### config.mk
export PLATFORM = sky130hd
export DESIGN_NAME = skts_ram
export DESIGN_NICKNAME = d
export VERILOG_FILES = /design/src/sv/skts_ram.sv
export SDC_FILE = /design/constraint.sdc
export NUM_CORES = 1
export LEC_CHECK = 0
export BUFFER_PORTS_ARGS = -buffer_cell sky130_fd_sc_hd__buf_2
export CORE_ASPECT_RATIO = 0.7
export CORE_UTILIZATION = 60
export CTS_CLUSTER_SIZE = 8
export DETAILED_ROUTE_END_ITERATION = 16
export GPL_ROUTABILITY_DRIVEN = 0
export GPL_TIMING_DRIVEN = 1
export PLACE_DENSITY = 0.78
export SETUP_SLACK_MARGIN = 0.15
export SLEW_MARGIN = 15
export SYNTH_ARGS = -nofsm -noshare
export SYNTH_HDL_FRONTEND = slang
export SYNTH_SLANG_ARGS = --single-unit
### constraint.sdc
create_clock -name clk -period 2.1 [get_ports clk]
set_input_delay 0.42 -clock clk [delete_from_list [all_inputs] [get_ports clk]]
set_output_delay 0.42 -clock clk [all_outputs]
set_load 0.02 [all_outputs]
### src/sv/skts_ram.sv
`timescale 1ns / 1ps
// ----------------------------------------------------------------------------
// skts_ram
// Generic single write port, single read port RAM with registered read data.
// ----------------------------------------------------------------------------
module skts_ram #(
  parameter int unsigned WIDTH = 8,
  parameter int unsigned DEPTH = 16,
  parameter int unsigned AW    = (DEPTH > 1) ? $clog2(DEPTH) : 1
) (
  input  logic             clk,
  input  logic             we,
  input  logic [AW-1:0]    waddr,
  input  logic [WIDTH-1:0] wdata,
  input  logic [AW-1:0]    raddr,
  output logic [WIDTH-1:0] rdata
);

  logic [WIDTH-1:0] mem [DEPTH];
  logic [WIDTH-1:0] rdata_r;

  // Write port and registered read port.
  always_ff @(posedge clk) begin
    if (we) begin
      mem[waddr] <= wdata;
    end
    rdata_r <= mem[raddr];
  end

  assign rdata = rdata_r;

endmodule

=== Word-level counts from Yosys, hierarchy flattened ===
Memories as Yosys holds them, arrays and structs flattened. A register that Yosys moved wholly into a read port is not among the register bits.
Index checks and enable logic that the tools add are counted.

* Register bits after elaboration: 0
* RAM bits: 128
* Input port bits: 18
* Word-level logic and storage cells: 3
* Memories: 1

* Muxes and demuxes: 2

{| class="wikitable"
|+ Memory list
! name !! words !! bits a word !! read ports !! clocked after memory_dff !! wr ports !! line !! source
|-
| mem || 16 || 8 || 1 || 1 || 1 || 19 || <nowiki>logic [WIDTH-1:0] mem [DEPTH];</nowiki>
|}

{| class="wikitable"
|+ Operators by type and width
! cell !! count
|-
| two-way mux 1 bit || 2
|}

=== Longest topological paths before layout ===
* Word-level depth: 2
* Gate-level depth with buffers: 5
* Mapped depth without buffers: 3

=== Least setup slack after synthesis ===
Ideal clock, no wire load.

* Kind: in2reg
* Start point: in waddr[2]
* End point: mem mem[0][0], enable pin
* Library setup time: 0.383 ns
* Arrival: 1.530 ns
* Data required time: 1.717 ns
* Setup slack: 0.187 ns
* Stages: 2
* Cells stage by stage: or3b_2 > nor3_1

{| class="wikitable"
|+ RTL lines
! element !! line !! source
|-
| start, declared || 13 || <nowiki>input logic [AW-1:0] waddr,</nowiki>
|-
| end, declared || 19 ||
|}

No word-level cell before the write port.

==> results_dict.tcl <==
set metrics [dict create \
    hold_violations 0 \
    critical-path-slowest-cell "sky130_fd_sc_hd__mux4_1" \
    top_ff_cell_synth "sky130_fd_sc_hd__edfxtp_1" \
    diodes 0 \
    timing_max_transition_violations_final 0 \
    synth_fp_nets 247 \
    critical_path.max_fanout 16 \
    clock-skew-final_ns 0.00505 \
    grt_setup_unrepaired "no" \
    firstDrtPassIters 4 \
    grt_start_max_net_pins 33 \
    drcViolationCount 0 \
    first_global_vias 2610 \
    post-place-cells 367 \
    clockBufferDepth 2 \
    synth_enable_flop_cells 128 \
    antenna_violating_nets_post_route 0 \
    finalInstanceArea_sq_um 6060 \
    min_path_type "input pin to register" \
    post-synth-top-count-cell "sky130_fd_sc_hd__edfxtp_1" \
    synth.ff_latch_count 136 \
    global_route.usage.total_pct 24.6 \
    floorplan_die_height_microns 79.5 \
    num_io_pins 26 \
    critPathCaptureType "register" \
    io_buffers 25 \
    gr-total-overflow 0 \
    min_tclk_post_route_ns 1.53 \
    layout.core_utilization_pct 75.1 \
    relSlewSlack_pct 66.9 \
    post_cts_resize_count 0 \
    netlist.area_leader.share_pct 74.7 \
    crit_path_start_kind "input pin" \
    postCtsSetupRepairBufs 0 \
    tritoncts_num_sinks 136 \
    synth-seq-area-share_pct 77.8 \
    cts_buffers 17 \
    drv.max_cap_violation_count 0 \
    initial_utilization_pct 63.8 \
    final.setup.tns_ns 0 \
    worstMarginPinSlew_ns 0.495 \
    timing.setup.critical_path_class "input pin to register" \
    dp.final_hpwl_mm 5.95 \
    power_leakage_nw 2.09 \
    final_nets 303 \
    die_width_microns 113 \
    arrival_ns 1.81 \
    max_freq_mhz 656 \
    placed_area_sq_um 5500 \
    ir_worst_vdd_mv 0.715 \
    async_flop_share_pct 0 \
    area_growth_pct 17.8 \
    clk_root_buffer_cell "sky130_fd_sc_hd__clkbuf_16" \
    setup_viol 0 \
    grt_antenna_before_repair 0 \
    crit_required_ns 2.39 \
    netlist_top_cells_count "sky130_fd_sc_hd__edfxtp_1 (128), sky130_fd_sc_hd__mux4_2 (18), sky130_fd_sc_hd__a22oi_1 (16), sky130_fd_sc_hd__mux4_1 (14), sky130_fd_sc_hd__nor2_1 (13)" \
    tritoncts "yes" \
    place_worst_setup_slack_ns 0.158 \
    synth.lib_cells_used.distinct 19 \
    worst_path_largest_cell_delay_ns 0.57 \
    timing.critical_path.cells "buf_2 -> buf_12 -> mux4_1 -> a22oi_1 -> nand2_1" \
    fillers 455 \
    totalWireLength_mm 9.61 \
    finish.cell_count_without_fillers 399 \
    routed_via_density 6.22 \
    final.period_utilization_pct 72.6 \
    multi_input_area_sq_um 1060 \
    fp-row-count 27 \
    yosys.area.top_type "sky130_fd_sc_hd__edfxtp_1" \
    grt_pass1_wl_mm 14.9 \
    drtIter0Drc 258 \
    syn-mean-instance-area_sq_um 22.5 \
    htreeDepth 4 \
    cts.hold.buffers_added 0 \
    route.detailed.wl_per_inst_microns 24.1 \
    clk-insertion-delay-late_ns 0.41 \
    regArea_sq_um 4000 \
    status "completed" \
    dieArea_sq_um 8960 \
    p_per_area_nw_per_um2 1020 \
    synthCells 229 \
    final_layout_size_suffix_gt1_share_pct 31.9 \
    synth_top_cells_by_area "sky130_fd_sc_hd__edfxtp_1 (75%), sky130_fd_sc_hd__mux4_2 (7.9%), sky130_fd_sc_hd__mux4_1 (7.1%), sky130_fd_sc_hd__dfxtp_1 (3.1%), sky130_fd_sc_hd__a22oi_1 (2.3%)" \
    synth.cell_area_sq_um 5150 \
    area_of_the_core_sq_um 8070 \
    via_count 2483 \
    yosys_synthesis_warning_count 0 \
    worst_setup_hold_path_clk_slew_ns 0.06 \
    final_critical_path_setup_slack_ns 0.575 \
]
[worst paths after layout]
path | startpoint | endpoint | slack (ns) | cells past startpoint
worst max-delay path | raddr[0] | rdata[4] | 0.57 | 5
worst min-delay path | wdata[7] | mem[10][7] | 0.39 | 1
worst max register to register | mem[9][4] | rdata[4] | 0.74 | 3
worst min register to register | mem[7][5] | rdata[5] | 0.67 | 3
[registers in the layout (all words and copies together), names as in the netlist]
register	count
mem	128
rdata	8
[area by class of cell]
type	instances	share of cell area, %
Clock buffer	18	7.08
Clock inverter	14	2.19
Multi-Input combinational cell	83	17.4
Sequential cell	136	66.0
Tap cell	101	2.08
Timing Repair Buffer	47	5.20
[power by group]
| group | internal, mW | switching (mW) | total [mW] |
|---|---|---|---|
| logic | 0.126 | 0.171 | 0.297 |
| clock network | 1.73 | 1.07 | 2.80 |
| registers | 3.04 | 0.0198 | 3.06 |
[layer usage]
layer / global-route usage [%] / part of all wire (%) / up-vias
met5: 0 / 0 / -
met4: 8.93 / 1.6 / 0
met3: 7.82 / 6.4 / 12
met2: 37.2 / 48 / 92
met1: 34.4 / 44 / 1293
li1: - / - / 1086
[metrics by stage]
stage	power [mW]	hold WS (ns)
final	6.16	0.394
after floorplan	3.28	0.519
after global placement	3.40	0.654
after CTS	6.20	0.383
after detailed placement	3.41	0.664
after global routing	6.31	0.387
[worst max-delay path: cells and delay by family]
kind                   cells  cell delay, ns
AO/OA/AOI/OAI              1            0.29
buffers and inverters      2            0.44
multiplexers               1            0.57
AND/OR/NAND/NOR            1            0.07
[placed cells by master (no fill, tap or decap), types with 2 or more instances in the layout]
master                       instances
sky130_fd_sc_hd__nor3_1              4
sky130_fd_sc_hd__nand2b_1            2
sky130_fd_sc_hd__clkinv_1            2
sky130_fd_sc_hd__clkinvlp_4          3
sky130_fd_sc_hd__nand2_1             9
sky130_fd_sc_hd__edfxtp_1          128
sky130_fd_sc_hd__dfxtp_1             8
sky130_fd_sc_hd__a22oi_1            16
sky130_fd_sc_hd__buf_2              25
sky130_fd_sc_hd__bufinv_16           2
sky130_fd_sc_hd__clkbuf_16          17
sky130_fd_sc_hd__mux4_2             18
sky130_fd_sc_hd__nand3b_1            2
sky130_fd_sc_hd__mux4_1             14
sky130_fd_sc_hd__buf_4              20
sky130_fd_sc_hd__buf_12              2
sky130_fd_sc_hd__nor2_1             13
sky130_fd_sc_hd__clkinv_2            5
[cell families (layout without fill, tap and decap cells)]
| group | Yosys count | count (layout) | share of synthesized area [%] |
|---|---|---|---|
| flops | 136 | 136 | 77.8 |
| buf+inv | 10 | 79 | 1.68 |
| simple gates | 35 | 35 | 3.18 |
| mux | 32 | 32 | 15.0 |
| compound gates | 16 | 16 | 2.33 |
Note: power is estimated with default switching activity, not from simulation.
